<file path="config.mk">
export PLATFORM = sky130hd
export DESIGN_NAME = priority_interrupt_controller_unit
export DESIGN_NICKNAME = d
export VERILOG_FILES = /design/src/rtl/pic_pkg.sv /design/src/rtl/pic_ctrl.sv /design/src/rtl/pic_datapath.sv /design/src/rtl/priority_interrupt_controller_unit.sv
export SDC_FILE = /design/constraint.sdc
export NUM_CORES = 1
export LEC_CHECK = 0
export ABC_AREA = 1
export BUFFER_PORTS_ARGS = -buffer_cell sky130_fd_sc_hd__buf_2
export CELL_PAD_IN_SITES_DETAIL_PLACEMENT = 1
export CELL_PAD_IN_SITES_GLOBAL_PLACEMENT = 1
export CORE_MARGIN = 2
export CORE_UTILIZATION = 30
export DETAILED_ROUTE_END_ITERATION = 10
export HOLD_SLACK_MARGIN = 0.03
export MAX_ROUTING_LAYER = met4
export PLACE_DENSITY = 0.56
export SLEW_MARGIN = 10
export SYNTH_ARGS = -nofsm -noshare
export SYNTH_HDL_FRONTEND = slang
export SYNTH_SLANG_ARGS = --single-unit
</file>
<file path="constraint.sdc">
create_clock -name clk -period 6.5 [get_ports clk]
set_input_delay 1.3 -clock clk [delete_from_list [all_inputs] [get_ports clk]]
set_output_delay 1.3 -clock clk [all_outputs]
set_load 0.005 [all_outputs]
</file>
<file path="src/rtl/pic_pkg.sv">
package pic_pkg;

	localparam int NUM_SOURCES = 28;
	localparam int SRC_IDX_W   = 5;
	localparam int LEVEL_W     = 4;
	localparam int CODE_W      = 12;
	localparam int PRIO_W      = 16;
	localparam int CFG_IDX_W   = 2;

	// The winner search runs as a registered two-level tree.
	localparam int NUM_GROUPS  = 4;
	localparam int GROUP_SIZE  = NUM_SOURCES / NUM_GROUPS;

	localparam logic [NUM_SOURCES-1:0] ENABLE_RESET = '1;

	typedef enum logic [2:0] {
		CMD_RAISE   = 3'd0,
		CMD_CLEAR   = 3'd1,
		CMD_ENABLE  = 3'd2,
		CMD_DISABLE = 3'd3,
		CMD_EVAL    = 3'd4
	} cmd_t;

	localparam logic [CFG_IDX_W-1:0] CFG_PRIO_A = 2'd0;
	localparam logic [CFG_IDX_W-1:0] CFG_PRIO_B = 2'd1;
	localparam logic [CFG_IDX_W-1:0] CFG_PRIO_C = 2'd2;

	// Priority source selectors.
	localparam logic [1:0] SEL_FIXED = 2'd0;
	localparam logic [1:0] SEL_A     = 2'd1;
	localparam logic [1:0] SEL_B     = 2'd2;
	localparam logic [1:0] SEL_C     = 2'd3;

	typedef struct packed {
		logic [2:0]           command;
		logic [SRC_IDX_W-1:0] source;
		logic [LEVEL_W-1:0]   level_mask;
		logic                 block;
	} in_item_t;

	typedef struct packed {
		logic                 accept;
		logic [CODE_W-1:0]    event_code;
		logic [SRC_IDX_W-1:0] winner;
		logic [LEVEL_W-1:0]   winner_level;
	} out_item_t;

	typedef struct packed {
		logic load_item;
		logic eval_groups;
		logic load_result;
	} pic_cmd_t;

	localparam logic [1:0] SRC_SEL [NUM_SOURCES] = '{
		SEL_FIXED, SEL_FIXED, SEL_FIXED,
		SEL_C,
		SEL_C,
		SEL_C, SEL_C, SEL_C, SEL_C, SEL_C,
		SEL_A, SEL_A, SEL_A, SEL_A,
		SEL_A, SEL_A, SEL_A,
		SEL_B, SEL_B, SEL_B, SEL_B,
		SEL_C, SEL_C, SEL_C, SEL_C,
		SEL_B,
		SEL_B,
		SEL_A
	};

	// Fixed level for external lines, field number otherwise.
	localparam logic [LEVEL_W-1:0] SRC_ARG [NUM_SOURCES] = '{
		4'd6, 4'd4, 4'd2,
		4'd0,
		4'd3,
		4'd2, 4'd2, 4'd2, 4'd2, 4'd2,
		4'd3, 4'd2, 4'd1, 4'd1,
		4'd0, 4'd0, 4'd0,
		4'd1, 4'd1, 4'd1, 4'd1,
		4'd1, 4'd1, 4'd1, 4'd1,
		4'd3,
		4'd2,
		4'd2
	};

	localparam logic [CODE_W-1:0] SRC_CODE [NUM_SOURCES] = '{
		12'h320, 12'h360, 12'h3A0,
		12'h600,
		12'h620,
		12'h640, 12'h660, 12'h680, 12'h6A0, 12'h6C0,
		12'h400, 12'h420, 12'h440, 12'h460,
		12'h480, 12'h4A0, 12'h4C0,
		12'h4E0, 12'h500, 12'h520, 12'h540,
		12'h700, 12'h720, 12'h740, 12'h760,
		12'h560,
		12'h580,
		12'h5A0
	};

	function automatic logic [LEVEL_W-1:0] src_level(
		input int                idx,
		input logic [PRIO_W-1:0] prio_a,
		input logic [PRIO_W-1:0] prio_b,
		input logic [PRIO_W-1:0] prio_c
	);
		logic [PRIO_W-1:0]  prio_v;
		logic [LEVEL_W-1:0] arg;
		arg = SRC_ARG[idx];
		case (SRC_SEL[idx])
			SEL_A:   prio_v = prio_a;
			SEL_B:   prio_v = prio_b;
			SEL_C:   prio_v = prio_c;
			default: prio_v = '0;
		endcase
		if (SRC_SEL[idx] == SEL_FIXED) begin
			return arg;
		end
		return prio_v[{arg[1:0], 2'b00} +: LEVEL_W];
	endfunction

endpackage

</file>
<file path="src/rtl/pic_ctrl.sv">
module pic_ctrl import pic_pkg::*; (
	input  logic     clk,
	input  logic     arst_n,
	input  logic     in_valid,
	output logic     in_ready,
	input  logic     out_ready,
	output logic     out_valid,
	output pic_cmd_t cmd
);

	typedef enum logic [2:0] {
		ST_IDLE  = 3'b001,
		ST_GROUP = 3'b010,
		ST_FINAL = 3'b100
	} state_t;

	state_t state_q;
	state_t state_d;
	logic   out_valid_q;
	logic   out_free;

	assign in_ready  = (state_q == ST_IDLE);
	assign out_valid = out_valid_q;
	assign out_free  = !out_valid_q || out_ready;

	assign cmd.load_item   = in_valid && in_ready;
	assign cmd.eval_groups = (state_q == ST_GROUP);
	assign cmd.load_result = (state_q == ST_FINAL) && out_free;

	always_comb begin
		state_d = state_q;
		case (state_q)
			ST_IDLE: begin
				if (cmd.load_item) begin
					state_d = ST_GROUP;
				end
			end
			ST_GROUP: state_d = ST_FINAL;
			ST_FINAL: begin
				if (out_free) begin
					state_d = ST_IDLE;
				end
			end
			default: state_d = ST_IDLE;
		endcase
	end

	always_ff @(posedge clk or negedge arst_n) begin
		if (!arst_n) begin
			state_q     <= ST_IDLE;
			out_valid_q <= 1'b0;
		end else begin
			state_q <= state_d;
			if (cmd.load_result) begin
				out_valid_q <= 1'b1;
			end else if (out_ready) begin
				out_valid_q <= 1'b0;
			end
		end
	end

endmodule

</file>
<file path="src/rtl/pic_datapath.sv">
module pic_datapath import pic_pkg::*; (
	input  logic                 clk,
	input  logic                 arst_n,
	input  pic_cmd_t             cmd,
	input  in_item_t             in_data,
	input  logic                 cfg_we,
	input  logic [CFG_IDX_W-1:0] cfg_index,
	input  logic [PRIO_W-1:0]    cfg_data,
	output out_item_t            out_data
);

	logic [PRIO_W-1:0]      prio_a_q;
	logic [PRIO_W-1:0]      prio_b_q;
	logic [PRIO_W-1:0]      prio_c_q;
	logic [NUM_SOURCES-1:0] pending_q;
	logic [NUM_SOURCES-1:0] enable_q;
	logic [LEVEL_W-1:0]     mask_q;
	logic                   block_q;

	logic [NUM_SOURCES-1:0] active;
	logic [LEVEL_W-1:0]     level [NUM_SOURCES];

	logic                   grp_found [NUM_GROUPS];
	logic [LEVEL_W-1:0]     grp_lvl   [NUM_GROUPS];
	logic [SRC_IDX_W-1:0]   grp_idx   [NUM_GROUPS];
	logic                   grp_found_s1 [NUM_GROUPS];
	logic [LEVEL_W-1:0]     grp_lvl_s1   [NUM_GROUPS];
	logic [SRC_IDX_W-1:0]   grp_idx_s1   [NUM_GROUPS];

	logic                   fin_found;
	logic [LEVEL_W-1:0]     fin_lvl;
	logic [SRC_IDX_W-1:0]   fin_idx;
	out_item_t              result;
	out_item_t              out_q;

	always_ff @(posedge clk or negedge arst_n) begin
		if (!arst_n) begin
			prio_a_q <= '0;
			prio_b_q <= '0;
			prio_c_q <= '0;
		end else if (cfg_we) begin
			case (cfg_index)
				CFG_PRIO_A: prio_a_q <= cfg_data;
				CFG_PRIO_B: prio_b_q <= cfg_data;
				CFG_PRIO_C: prio_c_q <= cfg_data;
				default: ;
			endcase
		end
	end

	// The bit update lands with the input transfer; out-of-range sources only evaluate.
	always_ff @(posedge clk or negedge arst_n) begin
		if (!arst_n) begin
			pending_q <= '0;
			enable_q  <= ENABLE_RESET;
		end else if (cmd.load_item && (in_data.source < SRC_IDX_W'(NUM_SOURCES))) begin
			case (in_data.command)
				CMD_RAISE:   pending_q[in_data.source] <= 1'b1;
				CMD_CLEAR:   pending_q[in_data.source] <= 1'b0;
				CMD_ENABLE:  enable_q[in_data.source]  <= 1'b1;
				CMD_DISABLE: enable_q[in_data.source]  <= 1'b0;
				default: ;
			endcase
		end
	end

	always_ff @(posedge clk) begin
		if (cmd.load_item) begin
			mask_q  <= in_data.level_mask;
			block_q <= in_data.block;
		end
	end

	assign active = pending_q & enable_q;

	always_comb begin
		for (int i = 0; i < NUM_SOURCES; i++) begin
			level[i] = src_level(i, prio_a_q, prio_b_q, prio_c_q);
		end
	end

	// First tree level: best source within each group, later index wins ties.
	always_comb begin
		for (int g = 0; g < NUM_GROUPS; g++) begin
			grp_found[g] = 1'b0;
			grp_lvl[g]   = '0;
			grp_idx[g]   = '0;
			for (int k = 0; k < GROUP_SIZE; k++) begin
				if (active[g*GROUP_SIZE+k] &&
				    (!grp_found[g] || level[g*GROUP_SIZE+k] >= grp_lvl[g])) begin
					grp_found[g] = 1'b1;
					grp_lvl[g]   = level[g*GROUP_SIZE+k];
					grp_idx[g]   = SRC_IDX_W'(g*GROUP_SIZE+k);
				end
			end
		end
	end

	always_ff @(posedge clk) begin
		if (cmd.eval_groups) begin
			grp_found_s1 <= grp_found;
			grp_lvl_s1   <= grp_lvl;
			grp_idx_s1   <= grp_idx;
		end
	end

	always_comb begin
		fin_found = 1'b0;
		fin_lvl   = '0;
		fin_idx   = '0;
		for (int g = 0; g < NUM_GROUPS; g++) begin
			if (grp_found_s1[g] && (!fin_found || grp_lvl_s1[g] >= fin_lvl)) begin
				fin_found = 1'b1;
				fin_lvl   = grp_lvl_s1[g];
				fin_idx   = grp_idx_s1[g];
			end
		end
	end

	// A level of zero never exceeds the mask, so it is never taken.
	always_comb begin
		result = '0;
		if (fin_found && !block_q && (fin_lvl > mask_q)) begin
			result.accept       = 1'b1;
			result.event_code   = SRC_CODE[fin_idx];
			result.winner       = fin_idx;
			result.winner_level = fin_lvl;
		end
	end

	always_ff @(posedge clk) begin
		if (cmd.load_result) begin
			out_q <= result;
		end
	end

	assign out_data = out_q;

endmodule

</file>
<file path="src/rtl/priority_interrupt_controller_unit.sv">
// Channel  Direction  Handshake              Payload
// in       input      in_valid / in_ready    in_data (in_item_t)
// out      output     out_valid / out_ready  out_data (out_item_t)
// cfg      input      cfg_valid / cfg_ready  cfg_index, cfg_data
//
// Each item passes the bit update at the input transfer, the group
// search of the winner tree, then the final compare into the output register.
// The two levels of the winner tree, group and final, are each registered.
// A new item is taken once the previous result is in the output register.
// A stalled output holds the final stage; cfg is always ready.
// Reset clears pending bits and priorities and sets all enables.
module priority_interrupt_controller_unit import pic_pkg::*; (
	input  logic                 clk,
	input  logic                 arst_n,
	input  logic                 in_valid,
	output logic                 in_ready,
	input  in_item_t             in_data,
	output logic                 out_valid,
	input  logic                 out_ready,
	output out_item_t            out_data,
	input  logic                 cfg_valid,
	output logic                 cfg_ready,
	input  logic [CFG_IDX_W-1:0] cfg_index,
	input  logic [PRIO_W-1:0]    cfg_data
);

	pic_cmd_t cmd;

	assign cfg_ready = 1'b1;

	pic_ctrl u_ctrl (
		.clk       (clk),
		.arst_n    (arst_n),
		.in_valid  (in_valid),
		.in_ready  (in_ready),
		.out_ready (out_ready),
		.out_valid (out_valid),
		.cmd       (cmd)
	);

	pic_datapath u_datapath (
		.clk       (clk),
		.arst_n    (arst_n),
		.cmd       (cmd),
		.in_data   (in_data),
		.cfg_we    (cfg_valid && cfg_ready),
		.cfg_index (cfg_index),
		.cfg_data  (cfg_data),
		.out_data  (out_data)
	);

	a_busy_after_transfer: assert property (@(posedge clk) disable iff (!arst_n)
		(in_valid && in_ready) |=> !in_ready)
		else $error("input taken while an item is in flight");

	a_reject_is_zero: assert property (@(posedge clk) disable iff (!arst_n)
		(out_valid && !out_data.accept) |->
		(out_data.event_code == '0 && out_data.winner == '0 &&
		 out_data.winner_level == '0))
		else $error("rejected result carries nonzero fields");

	a_accept_level: assert property (@(posedge clk) disable iff (!arst_n)
		(out_valid && out_data.accept) |->
		(out_data.winner_level != '0 && out_data.winner < SRC_IDX_W'(NUM_SOURCES)))
		else $error("accepted result with level zero or bad source");

	a_no_result_while_busy: assert property (@(posedge clk) disable iff (!arst_n)
		(cmd.load_result) |-> !in_ready)
		else $error("result loaded while idle");

endmodule
</file>
Yosys cells after proc, flatten, opt, wreduce, memory -nomap -nowiden:

Memory sizes are Yosys's and may differ from the RTL's.
Cells that the tools add are included.
W data, S select, Z words.

* register bits: 175
* ROM bits: 384
* output and inout port bits: 25
* memories: 1

* $lt $le $gt $ge: 32
* eq/ne operators: 10
* mux-type cells: 99
* bitwise gates (word level): 7
* reduce and logical (&&, ||, !) cells: 109

Memory list
* (no name shown): words 32, bits a word 12, rd ports 1, clocked after Yosys merged registers in 0, write ports 0, line pic_datapath.sv:125 `result.event_code = SRC_CODE[fin_idx];`

Operators by type and width (count)
* $mux W4: 33
* $pmux W28 S2: 2
* $ge A4 B4 Y1: 24
* $and A28 B28 Y28: 3
* $or A28 B28 Y28: 2
* $mux W3: 14
* $mux W1: 34
* $logic_and A1 B1 Y1: 33
* $logic_not A1 Y1: 29
* $logic_or A1 B1 Y1: 28
* $not A28 Y28: 1
* $mux W5: 5
* $mux W12: 2
* $mux W22: 1
* $mux W2: 6
* $reduce_and A2 Y1: 6
* $reduce_or A6 Y1: 2
* $reduce_or A5 Y1: 2
* $eq A3 B2 Y1 const B: 3
* $pmux W3 S3: 1
* $eq A3 B1 Y1 const B: 2
* $ge A6 B6 Y1 const B: 1
* $lt A5 B6 Y1 const B: 1
* $not A5 Y6: 1
* 17 further kinds: 21

Depth between registers and ports, before layout:

Gate-level depths: netlist of run 1.

* depth in word-level cells: 26
* depth in mapped cells: 47
* depth with buffers taken out: 46

Hierarchy:

Synthesis of run 1 repeated with hierarchy kept, for this count alone.

* cell total of the unflattened synthesis: 1230
* area, all modules: 10148.5 um2

Modules (own cells, without submodules)
* pic_datapath: times used 1, cells each 1202, area an instance 9935.8 um2, seq. area each 4279.1 um2
* pic_ctrl: times used 1, cells each 26, area an instance 201.4 um2, seq. area each 101.3 um2
* priority_interrupt_controller_unit: times used 1, cells each 2, area an instance 11.3 um2, seq. area each 0.0 um2

Worst setup path after synthesis of run 1:

OpenSTA, ideal clock, no wires.

* kind: register -> register
* start point: register (tool-made name)
* end point: register u_datapath.grp_lvl_s1[6] in the netlist's numbering, data pin
* library setup time: 258 ps
* arrival time: 5455 ps
* data required time: 6242 ps
* setup slack: 787 ps
* cell stages (with the launch flop): 44
* path buffers: 1
* clock period less this slack: 5713 ps
* path through: dfstp_2 -> nand2_1 -> nand2_4 -> inv_2 -> o21ai_2 -> inv_2 -> nor2_1 -> ha_1 -> o21ai_0 -> nand2_1 -> o21ai_0 -> o21ai_1 -> nand3_1 -> buf_4 -> o21a_1 -> inv_1 -> ha_1 -> o21a_1 -> (+8 left out) -> a21boi_0 -> o21ai_0 -> a21boi_0 -> o31ai_2 -> nand2_2 -> clkinv_4 -> nand2_1 -> o21ai_0 -> ha_1 -> a21boi_0 -> o21ai_0 -> nand2_1 -> a21oi_1 -> nand2_1 -> nand3_1 -> nand2_4 -> nand2_1 -> o21ai_2

RTL lines
* end signal: assignment: line pic_datapath.sv:102 `grp_lvl_s1 <= grp_lvl;`
* end: declaration: line pic_datapath.sv:27 `logic [LEVEL_W-1:0] grp_lvl_s1 [NUM_GROUPS];`

==> flow_metrics.env, run 1 <==
export IMPL_status="finished, final reports clean"
export IMPL_drt_initial_drc_count=367
export IMPL_combPwrFrac_pct=29.6
export IMPL_overflow=0
export IMPL_die_w_um=189.0
export IMPL_cts_root_buffer="clkbuf_16"
export IMPL_seq_area_mm2=0.004380
export IMPL_yosys_warnings=0
export IMPL_rows=67
export IMPL_globalplace_congestion=0.8006
export IMPL_fin_nets=1428
export IMPL_pwr_share_clk_pct=30.8
export IMPL_syn_area_mm2=0.01026
export IMPL_die_area_mm2=0.03570
export IMPL_crit_type="reg -> reg"
export IMPL_initial_utilization_pct=30.53
export IMPL_critPathMaxStageDelay_ns=0.53
export IMPL_hold_path_class="reg -> reg"
export IMPL_synth_edff_count=58
export IMPL_placedCellCount=1711
export IMPL_cts_sinks=162
export IMPL_whs_ns=0.4869
export IMPL_p_switching_w=0.001285
export IMPL_fp_dieH_um=189.0
export IMPL_synthArstFlopShare_pct=64.20
export IMPL_ys_flop_type="dfrtp_1"
export IMPL_drt_wl_total_um=29850
export IMPL_cts_tree="done"
export IMPL_grt_pass1_wl_um=47780
export IMPL_path_clk_slew_ns=0.07
export IMPL_seq_area_frac_synth_pct=42.68
export IMPL_cts_buffer_depth=2
export IMPL_fin_util_pct=35.15
export IMPL_multi_input_area_mm2=0.005091
export IMPL_worst_slew_pin_slew_ns=1.065
export IMPL_avgSynthCellArea_um2=8.343
export IMPL_seq_power_share_pct=39.6
export IMPL_num_antenna_cells=0
export IMPL_via_per_inst=4.856
export IMPL_setup_violations=0
export IMPL_fin_worst_skew_ns=0.01029
export IMPL_clkLatencyLatePin_ns=0.45
export IMPL_p_int_w=0.002266
export IMPL_num_io_pins=61
export IMPL_grt_total_usage_pct=17.82
export IMPL_postCtsHoldBufs=0
export IMPL_drc=0
export IMPL_synth_distinct_cells=51
export IMPL_maxCapViolations=0
export IMPL_period_share_pct=93.02
export IMPL_worst_setup_path_start_kind="flip-flop"
export IMPL_grt_max_degree=58
export IMPL_fillers=4014
export IMPL_finalNonFillerCells=1762
export IMPL_portBuffers=53
export IMPL_powerDensity_mw_per_mm2=300.6
export IMPL_netSwitchingFraction_pct=36.19
export IMPL_wire_per_inst_um=16.94
export IMPL_cp_required_ns=6.69
export IMPL_critical_path_slowest_cell="dfstp_2"
export IMPL_numCtsBuffers=17
export IMPL_slew_viol_final=0
export IMPL_antenna_found_initial=0
export IMPL_synthCells=1230
export IMPL_fin_crit_ns=6.047
export IMPL_cts_htree_levels=4
export IMPL_p_leak_nw=5.582
export IMPL_core_mm2=0.03362
export IMPL_slew_headroom_pct=29.03
export IMPL_cp_end_kind="flip-flop"
export IMPL_ys_seq_elements=162
export IMPL_syn_to_final_growth_pct=15.14
export IMPL_ant_nets=0
export IMPL_dp_hpwl_um=22290
export IMPL_drive_above_1_share_pct=18.65
export IMPL_vias=8556
export IMPL_grt_pass1_vias=8556
export IMPL_cp_max_fo=9
export IMPL_timing_final_hold_violations=0
export IMPL_ir_drop_mv=0.1936
export IMPL_arrival_ns=6.24
export IMPL_firstDrtPassIters=4
export IMPL_fmax_mhz=165.4
[layout by cell type, fill, tap and decap left out, types with 4 or more instances in the layout]
cell	n
nand4_1	9
ha_1	91
conb_1	7
o21ai_1	31
buf_4	33
nor2_2	5
nand2_2	24
nor2_1	74
inv_2	13
a21oi_1	86
nand3b_1	7
buf_2	52
clkinv_4	4
nand2_1	254
o21a_1	5
a31oi_1	59
inv_1	153
nand3_1	63
a21boi_0	5
dfstp_2	29
dfrtp_1	75
o21ai_0	75
o21ai_2	17
nand2_4	12
clkbuf_16	19
edfxtp_1	58
[area by class of cell]
type,count,share of cell area [%]
multi-input combinational,865,43.09
sequential,162,37.07
inverter,169,5.432
tap,448,4.744
timing repair buffer,85,4.299
clock buffer,20,4.140
clock inverter,12,1.186
timing repair inverter,1,0.04236
[path summary, 6_finish.rpt]
kind / start / end / slack (ns) / cells past startpoint
max in group asynchronous: arst_n / asynchronous set/reset pin / 4.36 / 2
worst min-delay path: u_datapath.prio_c_q[4] / u_datapath.prio_c_q[4] / 0.49 / 2
min in group asynchronous: arst_n / u_ctrl.out_valid / 0.89 / 1
worst max register to register: flip-flop / u_datapath.grp_lvl_s1[7] / 0.45 / 41
worst max-delay path: flip-flop / u_datapath.grp_lvl_s1[7] / 0.45 / 41
worst min register to register: u_datapath.prio_c_q[4] / u_datapath.prio_c_q[4] / 0.49 / 2
[cell families (layout without fill, tap and decap cells)]
kind of cell             Yosys count  in the layout  synth area share (%)
other                              2              7               0.07318
flip-flops                       162            162                 42.68
adder cells (fa/ha/maj)           91             91                 11.09
buffers and inverters            208            287                 8.620
AND/OR/NAND/NOR                  470            470                 20.58
AO/OA/AOI/OAI                    297            297                 16.95
[critical path: cells and delay by family (launching register included)]
kind	cells	cell delay [ns]
flip-flops	1	0.53
AO/OA/AOI/OAI	17	2.30
buffers and inverters	6	0.41
AND/OR/NAND/NOR	14	1.46
adder cells (fa/ha/maj)	4	1.07
[power by group through the flow]
stage,Sequential [W],Clock [W],Combinational [W]
after floorplan,0.00138,0,0.000776
after global placement,0.00142,0,0.00103
after detailed placement,0.00143,0,0.00106
after CTS,0.00141,0.00112,0.00106
after global routing,0.00143,0.00116,0.00123
final,0.00141,0.00109,0.00105
[cell usage after synthesis (all sizes together) (2+ instances only)]
cell	instances	share of area (%)
buf	27	1.9
edfxtp	58	17
clkinv	2	0.12
clkbuf	12	0.44
dfrtp	75	18
ha	91	11
and3	2	0.12
nor3	4	0.29
o21ai	123	6.6
conb	2	0.073
o211ai	2	0.15
a21oi	90	4.7
o2111ai	3	0.32
a21boi	6	0.44
o22ai	2	0.12
dfstp	29	7.4
o21bai	2	0.15
nand2	290	12
nand3	66	3.3
nand3b	7	0.51
and2	3	0.18
inv	167	6.1
nor2	81	3.1
nand4	11	0.88
or2	6	0.39
o21a	6	0.44
a31oi	59	3.6
[stage by stage]
stage                     power (W)  setup TNS, ns  setup WS [ns]  instance area, um2
after floorplan            0.002152              0         0.7873               10280
after global placement     0.002457              0         0.3594               10990
after detailed placement   0.002481              0         0.1177               10990
after CTS                  0.003586              0        0.06375               11620
after global routing       0.003823        -0.3131       -0.06981               11820
final                      0.003551              0         0.4534               11820
[layer usage]
metal	vias to the layer above	share of wire [%]	GRT usage, %
met5	-	0	-
met4	0	1.5	4.988
met3	29	1.7	2.373
met2	78	47	28.19
met1	4162	50	23.93
li1	4287	-	-
[timing repair]
| action | 4_1_cts | 5_1_grt |
|---|---|---|
| buffers inserted | 0 | 18 |
| setup endpoints to repair | 0 | 30 |
| resized for setup | 0 | 21 |
| hold endpoints to repair | 0 | 0 |
Note: power is estimated with default switching activity, not from simulation.
==> inputs of run 2 (changes only) <==
SYNTH_HIERARCHICAL = 1   (was not set)
==> run 2 against run 1 <==
Maximum frequency rose by 0.54%. Critical path depth fell by 6. Worst setup slack improved by 0.032 ns. Synthesized area fell by 1.1%. Final area rose by 0.21%. Sequential cell count did not move. Count of clock-buffer cells in the layout fell by 2. Largest power group unchanged. Sequential share of layout area fell by 0.079 points.
==> flow_metrics.env, run 2 <==
export IMPL_overflow=0
export IMPL_grt_total_usage_pct=17.58
export IMPL_p_leak_nw=5.656
export IMPL_ys_flop_type="dfrtp_1"
export IMPL_hold_path_class="reg -> reg"
export IMPL_num_antenna_cells=0
export IMPL_fin_area_mm2=0.01184
export IMPL_fmax_mhz=166.3
export IMPL_seq_power_share_pct=40.1
export IMPL_worst_slew_pin_slew_ns=0.9727
export IMPL_drc=0
export IMPL_top_layer="met4"
export IMPL_grt_max_degree=62
export IMPL_reg2regPathDepth=35
export IMPL_arrival_ns=6.21
export IMPL_cp_required_ns=6.70
export IMPL_synthCells=1230
export IMPL_ant_nets=0
export IMPL_dp_hpwl_um=22230
export IMPL_cts_sinks=162
export IMPL_globalplace_congestion=0.8062
export IMPL_fp_dieH_um=187.9
export IMPL_timing_final_hold_violations=0
export IMPL_clkLatencyLatePin_ns=0.45
export IMPL_wire_per_inst_um=16.42
export IMPL_avgSynthCellArea_um2=8.251
export IMPL_synth_top_cell_area_share_pct=18.49
export IMPL_final_cell_mix="nand2_1 (269), inv_1 (142), nor2_1 (101), ha_1 (95), a21oi_1 (87)"
export IMPL_ir_drop_mv=0.1840
export IMPL_powerDensity_mw_per_mm2=293.8
export IMPL_status="finished, final reports clean"
export IMPL_cts_buffer_depth=2
export IMPL_die_area_mm2=0.03532
export IMPL_setup_violations=0
export IMPL_setup_slack_ns=0.4857
export IMPL_maxCapViolations=0
export IMPL_worstHoldPathCells=2
export IMPL_synthTopCellsByArea="dfrtp_1 (18%), edfxtp_1 (17%), ha_1 (12%), nand2_1 (10%), dfstp_2 (7.5%)"
export IMPL_routed_wl_met3_um=570
export IMPL_fin_worst_skew_ns=0.02043
export IMPL_cts_root_buffer="clkbuf_16"
export IMPL_portBuffers=53
export IMPL_critical_path_slowest_cell="dfstp_2"
export IMPL_seq_area_frac_synth_pct=43.16
export IMPL_synth_area_leader_cell="dfrtp_1"
export IMPL_vias=8451
export IMPL_p_switching_w=0.001310
export IMPL_drive_above_1_share_pct=18.45
export IMPL_pwr_share_clk_pct=28.9
export IMPL_initial_utilization_pct=30.34
export IMPL_worst_setup_path_start_kind="flip-flop"
export IMPL_fin_crit_ns=6.014
export IMPL_placed_area_mm2=0.01099
export IMPL_fillers=4012
export IMPL_drt_wl_total_um=29240
export IMPL_whs_ns=0.4870
export IMPL_firstDrtPassIters=5
export IMPL_crit_top_cell="nand2_1"
export IMPL_die_w_um=187.9
export IMPL_period_share_pct=92.53
export IMPL_synth_commonest_cells="nand2_1 (273), inv_1 (142), nor2_1 (102)"
export IMPL_mostFrequentLayoutCell="nand2_1"
export IMPL_rows=67
export IMPL_synth_distinct_cells=52
export IMPL_netSwitchingFraction_pct=37.64
export IMPL_num_io_pins=61
export IMPL_route_met2_wl_um=13650
export IMPL_via_per_inst=4.745
export IMPL_p_int_w=0.002170
export IMPL_fin_util_pct=35.40
export IMPL_synthArstFlopShare_pct=64.20
export IMPL_fin_setup_tns_ns=0
export IMPL_combPwrFrac_pct=31.1
export IMPL_cts_tree="done"
export IMPL_rsz0062_at_grt="yes"
export IMPL_path_clk_slew_ns=0.07
export IMPL_reg2reg_to="u_datapath/grp_idx_s1[13]"
export IMPL_worstHoldStart="u_datapath/prio_c_q[4]"
export IMPL_dp_slack_ns=-0.1078
export IMPL_regToRegSetupSlack_ns=0.49
export IMPL_postCtsHoldBufs=0
export IMPL_grt_pass1_vias=8468
export IMPL_antenna_found_initial=0
export IMPL_ys_seq_elements=162
export IMPL_syn_area_mm2=0.01015
export IMPL_critPathMaxStageDelay_ns=0.53
export IMPL_drt_initial_drc_count=398
export IMPL_crit_type="reg -> reg"
export IMPL_fin_nets=1451
export IMPL_slew_viol_final=0
export IMPL_min_to="u_datapath/prio_c_q[4]"
export IMPL_m1WireLength_um=14810
export IMPL_yosys_warnings=6
export IMPL_cts_htree_levels=4
export IMPL_syn_to_final_growth_pct=16.68
export IMPL_yosysMostFrequentCell="nand2_1"
export IMPL_grt_pass1_wl_um=46900
export IMPL_numCtsBuffers=17
export IMPL_core_mm2=0.03345
export IMPL_cp_max_fo=10
export IMPL_slew_headroom_pct=34.97
export IMPL_synth_edff_count=58
export IMPL_cp_end_kind="flip-flop"
[run 2: cell types whose count changed in the layout (fill, tap and decap cells not counted), moves of 5 or more]
cell	change
buf_4	+14
o21ai_2	-8
a31oi_1	-18
nand3_1	-20
nor2_1	+27
nand2_1	+15
a21boi_0	+5
inv_1	-11
o21ai_1	+7
[run 2: power groups by stage]
stage	registers (W)	logic, W	clock network (W)
2_1_floorplan	0.00137	0.000776	0
3_3_place_gp	0.00141	0.00105	0
3_5_place_dp	0.00142	0.00107	0
4_1_cts	0.00140	0.00108	0.00104
5_1_grt	0.00142	0.00127	0.00108
6_report	0.00139	0.00108	0.00100
[run 2: worst max-delay path by stage]
| stage | from | end | slack [ns] | depth (start not counted) |
|---|---|---|---|---|
| floorplan | flip-flop | u_datapath/grp_lvl_s1[4] | 0.70 | 43 |
| global placement | flip-flop | u_datapath/grp_lvl_s1[5] | 0.02 | 41 |
| detailed placement | flip-flop | u_datapath/grp_lvl_s1[5] | -0.11 | 41 |
| CTS | flip-flop | u_datapath/grp_found_s1[1] | 0.009 | 42 |
| global route | flip-flop | u_datapath/grp_lvl_s1[11] | -0.15 | 35 |
| finish | flip-flop | u_datapath/grp_idx_s1[13] | 0.49 | 35 |
[run 2: final cells by class]
type,count,area (um2),share of cell area (%)
timing repair buffer,99,613.1,5.177
sequential,162,4380,36.99
tap,448,560.5,4.734
inverter,159,603.1,5.093
clock buffer,18,432.9,3.656
multi-input combinational,881,5114,43.18
clock inverter,14,137.6,1.162
[run 2: through the flow]
step,total power (W),instances
3_5_place_dp,0.002484,1722
2_1_floorplan,0.002144,1235
3_3_place_gp,0.002463,1722
4_1_cts,0.003517,1757
6_report,0.003479,1781
5_1_grt,0.003766,1781
[run 2: routing by layer]
layer / vias to the layer above / track usage (%)
met2: 75 / 27.55
met3: 13 / 2.826
met5: - / -
met4: 0 / 3.604
li1: 4296 / -
met1: 4067 / 24.04
[run 2: kinds of logic after synthesis]
family / count (synthesis) / share of synthesized area, %
buffers and inverters: 194 / 7.779
adder cells (fa/ha/maj): 95 / 11.71
other: 2 / 0.07400
AND/OR/NAND/NOR: 485 / 20.98
flip-flops: 162 / 43.16
AO/OA/AOI/OAI: 292 / 16.29
[run 2: worst max-delay path: cells and delay by family, from the launching register on]
family	cells	cell delay, ns
AO/OA/AOI/OAI	15	2.32
AND/OR/NAND/NOR	13	1.35
adder cells (fa/ha/maj)	4	1.14
flip-flops	1	0.53
buffers and inverters	3	0.40
[run 2: what timing repair did]
item / 4_1_cts / 5_1_grt
setup buffers: 3 / 22
pin swaps: 2 / 17
endpoints found under the hold margin: 0 / 0
setup endpoints to repair: 8 / 45
resized for setup: 3 / 32
cloned: 0 / 2
==> inputs of run 3 (changes only) <==
==> constraint.sdc (replaced) <==
create_clock -name clk -period 6.5 [get_ports clk]
set_input_delay 0.325 -clock clk [delete_from_list [all_inputs] [get_ports clk]]
set_output_delay 0.325 -clock clk [all_outputs]
set_load 0.005 [all_outputs]
==> run 3 against run 2 <==
Count of clock-buffer cells in the layout is the same. Via count grew 0.37%. Final area grew 0.42%. Clock skew shrank 0.0011 ns. Combinational power is essentially flat. Maximum frequency shrank 0.57%. Utilization grew 0.15 points. Sequential share of layout area shrank 0.16 points. Hold slack lost 0.43 ns. Sequential cell count is the same. Critical path depth is the same. Wire length grew 0.39%. Largest cell class unchanged.
==> flow_metrics.env, run 3 (synthesis gave the netlist of run 2 again) <==
export IMPL_status="finished, final reports clean"
export IMPL_antenna_found_initial=0
export IMPL_ant_nets=0
export IMPL_cp_top_family="compound AO/OA/AOI/OAI gates"
export IMPL_cp_endpoint="u_datapath/grp_idx_s1[13]"
export IMPL_path_clk_slew_ns=0.08
export IMPL_core_mm2=0.03345
export IMPL_regToRegSetupSlack_ns=0.45
export IMPL_p_leak_nw=5.677
export IMPL_crit_type="reg -> reg"
export IMPL_worst_setup_path_start_kind="flip-flop"
export IMPL_numCtsBuffers=17
export IMPL_period_share_pct=93.06
export IMPL_fin_area_mm2=0.01189
export IMPL_arrival_ns=6.24
export IMPL_drt_wl_total_um=29350
export IMPL_setup_violations=0
export IMPL_drive_above_1_share_pct=18.39
export IMPL_dp_slack_ns=-0.1078
export IMPL_grt_pass1_vias=8501
export IMPL_worstHoldPathCells=1
export IMPL_placedCellCount=1722
export IMPL_syn_to_final_growth_pct=17.17
export IMPL_hold_path_class="in -> reg"
export IMPL_num_antenna_cells=0
export IMPL_clkLatencyLatePin_ns=0.45
export IMPL_fin_worst_skew_ns=0.01931
export IMPL_initial_utilization_pct=30.34
export IMPL_mostFrequentLayoutCell="nand2_1"
export IMPL_cp_num_cells=35
export IMPL_fin_nets=1456
export IMPL_die_area_mm2=0.03532
export IMPL_rsz0062_at_grt="yes"
export IMPL_whs_ns=0.06181
export IMPL_final_cell_mix="nand2_1 (269), inv_1 (142), nor2_1 (101), ha_1 (95), a21oi_1 (87)"
export IMPL_reg2reg_to="u_datapath/grp_idx_s1[13]"
export IMPL_slew_headroom_pct=34.29
export IMPL_finalNonFillerCells=1786
export IMPL_cts_sinks=162
export IMPL_cts_buffer_depth=2
export IMPL_num_io_pins=61
export IMPL_worstHoldStart="in_data[3]"
export IMPL_grt_max_degree=62
export IMPL_globalplace_congestion=0.8062
export IMPL_vias=8482
export IMPL_worst_slew_pin_slew_ns=0.9803
export IMPL_cts_root_buffer="clkbuf_16"
export IMPL_cp_max_fo=10
export IMPL_cp_required_ns=6.69
export IMPL_ir_drop_mv=0.1837
export IMPL_critPathMaxStageDelay_ns=0.53
export IMPL_dp_hpwl_um=22230
export IMPL_die_w_um=187.9
export IMPL_reg2regPathDepth=35
export IMPL_rows=67
export IMPL_fp_dieH_um=187.9
export IMPL_cts_htree_levels=4
export IMPL_slew_viol_final=0
export IMPL_fmax_mhz=165.3
export IMPL_via_per_inst=4.749
export IMPL_cts_tree="done"
export IMPL_cp_end_kind="flip-flop"
export IMPL_critical_path_slowest_cell="dfstp_2"
export IMPL_grt_pass1_wl_um=47030
export IMPL_crit_buf_inv=3
export IMPL_firstDrtPassIters=5
export IMPL_fin_crit_ns=6.049
export IMPL_grt_total_usage_pct=17.62
export IMPL_timing_final_hold_violations=0
export IMPL_powerDensity_mw_per_mm2=292.9
export IMPL_crit_top_cell="nand2_1"
export IMPL_portBuffers=53
export IMPL_placed_area_mm2=0.01099
export IMPL_wire_per_inst_um=16.44
export IMPL_maxCapViolations=0
export IMPL_overflow=0
export IMPL_setup_slack_ns=0.4514
export IMPL_drc=0
export IMPL_fillers=4016
export IMPL_drt_initial_drc_count=396
-- run 3: changes by cell type in the layout (fill, tap and decap cells not counted) --
cell	before	now
dlygate4sd3_1	0	5
-- run 3: timing repair --
item,CTS,global route
endpoints found under the setup margin,8,45
buffers inserted,3,22
resized for setup,3,32
endpoints found under the hold margin,22,1
hold buffers,4,1
cloned,0,2
pin swaps,2,17
-- run 3: layout make-up --
class,count,area [um2],area share (%)
clock buffers,18,432.9,3.641
clock inverters,14,137.6,1.157
inverters,159,603.1,5.072
multi-input cells,881,5114,43.00
flip-flops and latches,162,4380,36.84
well taps,448,560.5,4.714
repair buffers,104,663.1,5.577
-- run 3: stage by stage --
step	total power, W	util (%)	setup TNS [ns]
2_1_floorplan	0.002144	-	0
3_3_place_gp	0.002463	32.84	0
3_5_place_dp	0.002484	32.84	-0.2888
4_1_cts	0.003519	34.78	0
5_1_grt	0.003769	35.55	-0.7954
6_report	0.003483	35.55	0
-- run 3: worst min path at each step --
stage                        endpoint  slack (ns)
2_1_floorplan        u_ctrl/out_valid        0.03
3_3_place_gp   u_datapath/prio_c_q[4]        0.47
3_5_place_dp   u_datapath/prio_c_q[4]        0.48
4_1_cts          u_datapath/mask_q[3]        0.03
5_1_grt          u_datapath/mask_q[2]        0.03
6_report         u_datapath/mask_q[2]        0.06
-- run 3: report_power, final --
part	internal, W	total (W)	switching (W)
logic	0.000389	0.00109	0.000697
clock network	0.000514	0.00100	0.000489
registers	0.00127	0.00139	0.000125
total	0.00217	0.00348	0.00131
-- run 3: layer usage --
layer  GRT usage (%)  part of all wire [%]
met3           2.826                   1.6
met2           27.66                    47
met1           24.08                    51
met4           3.604                  0.68
met5               -                     0
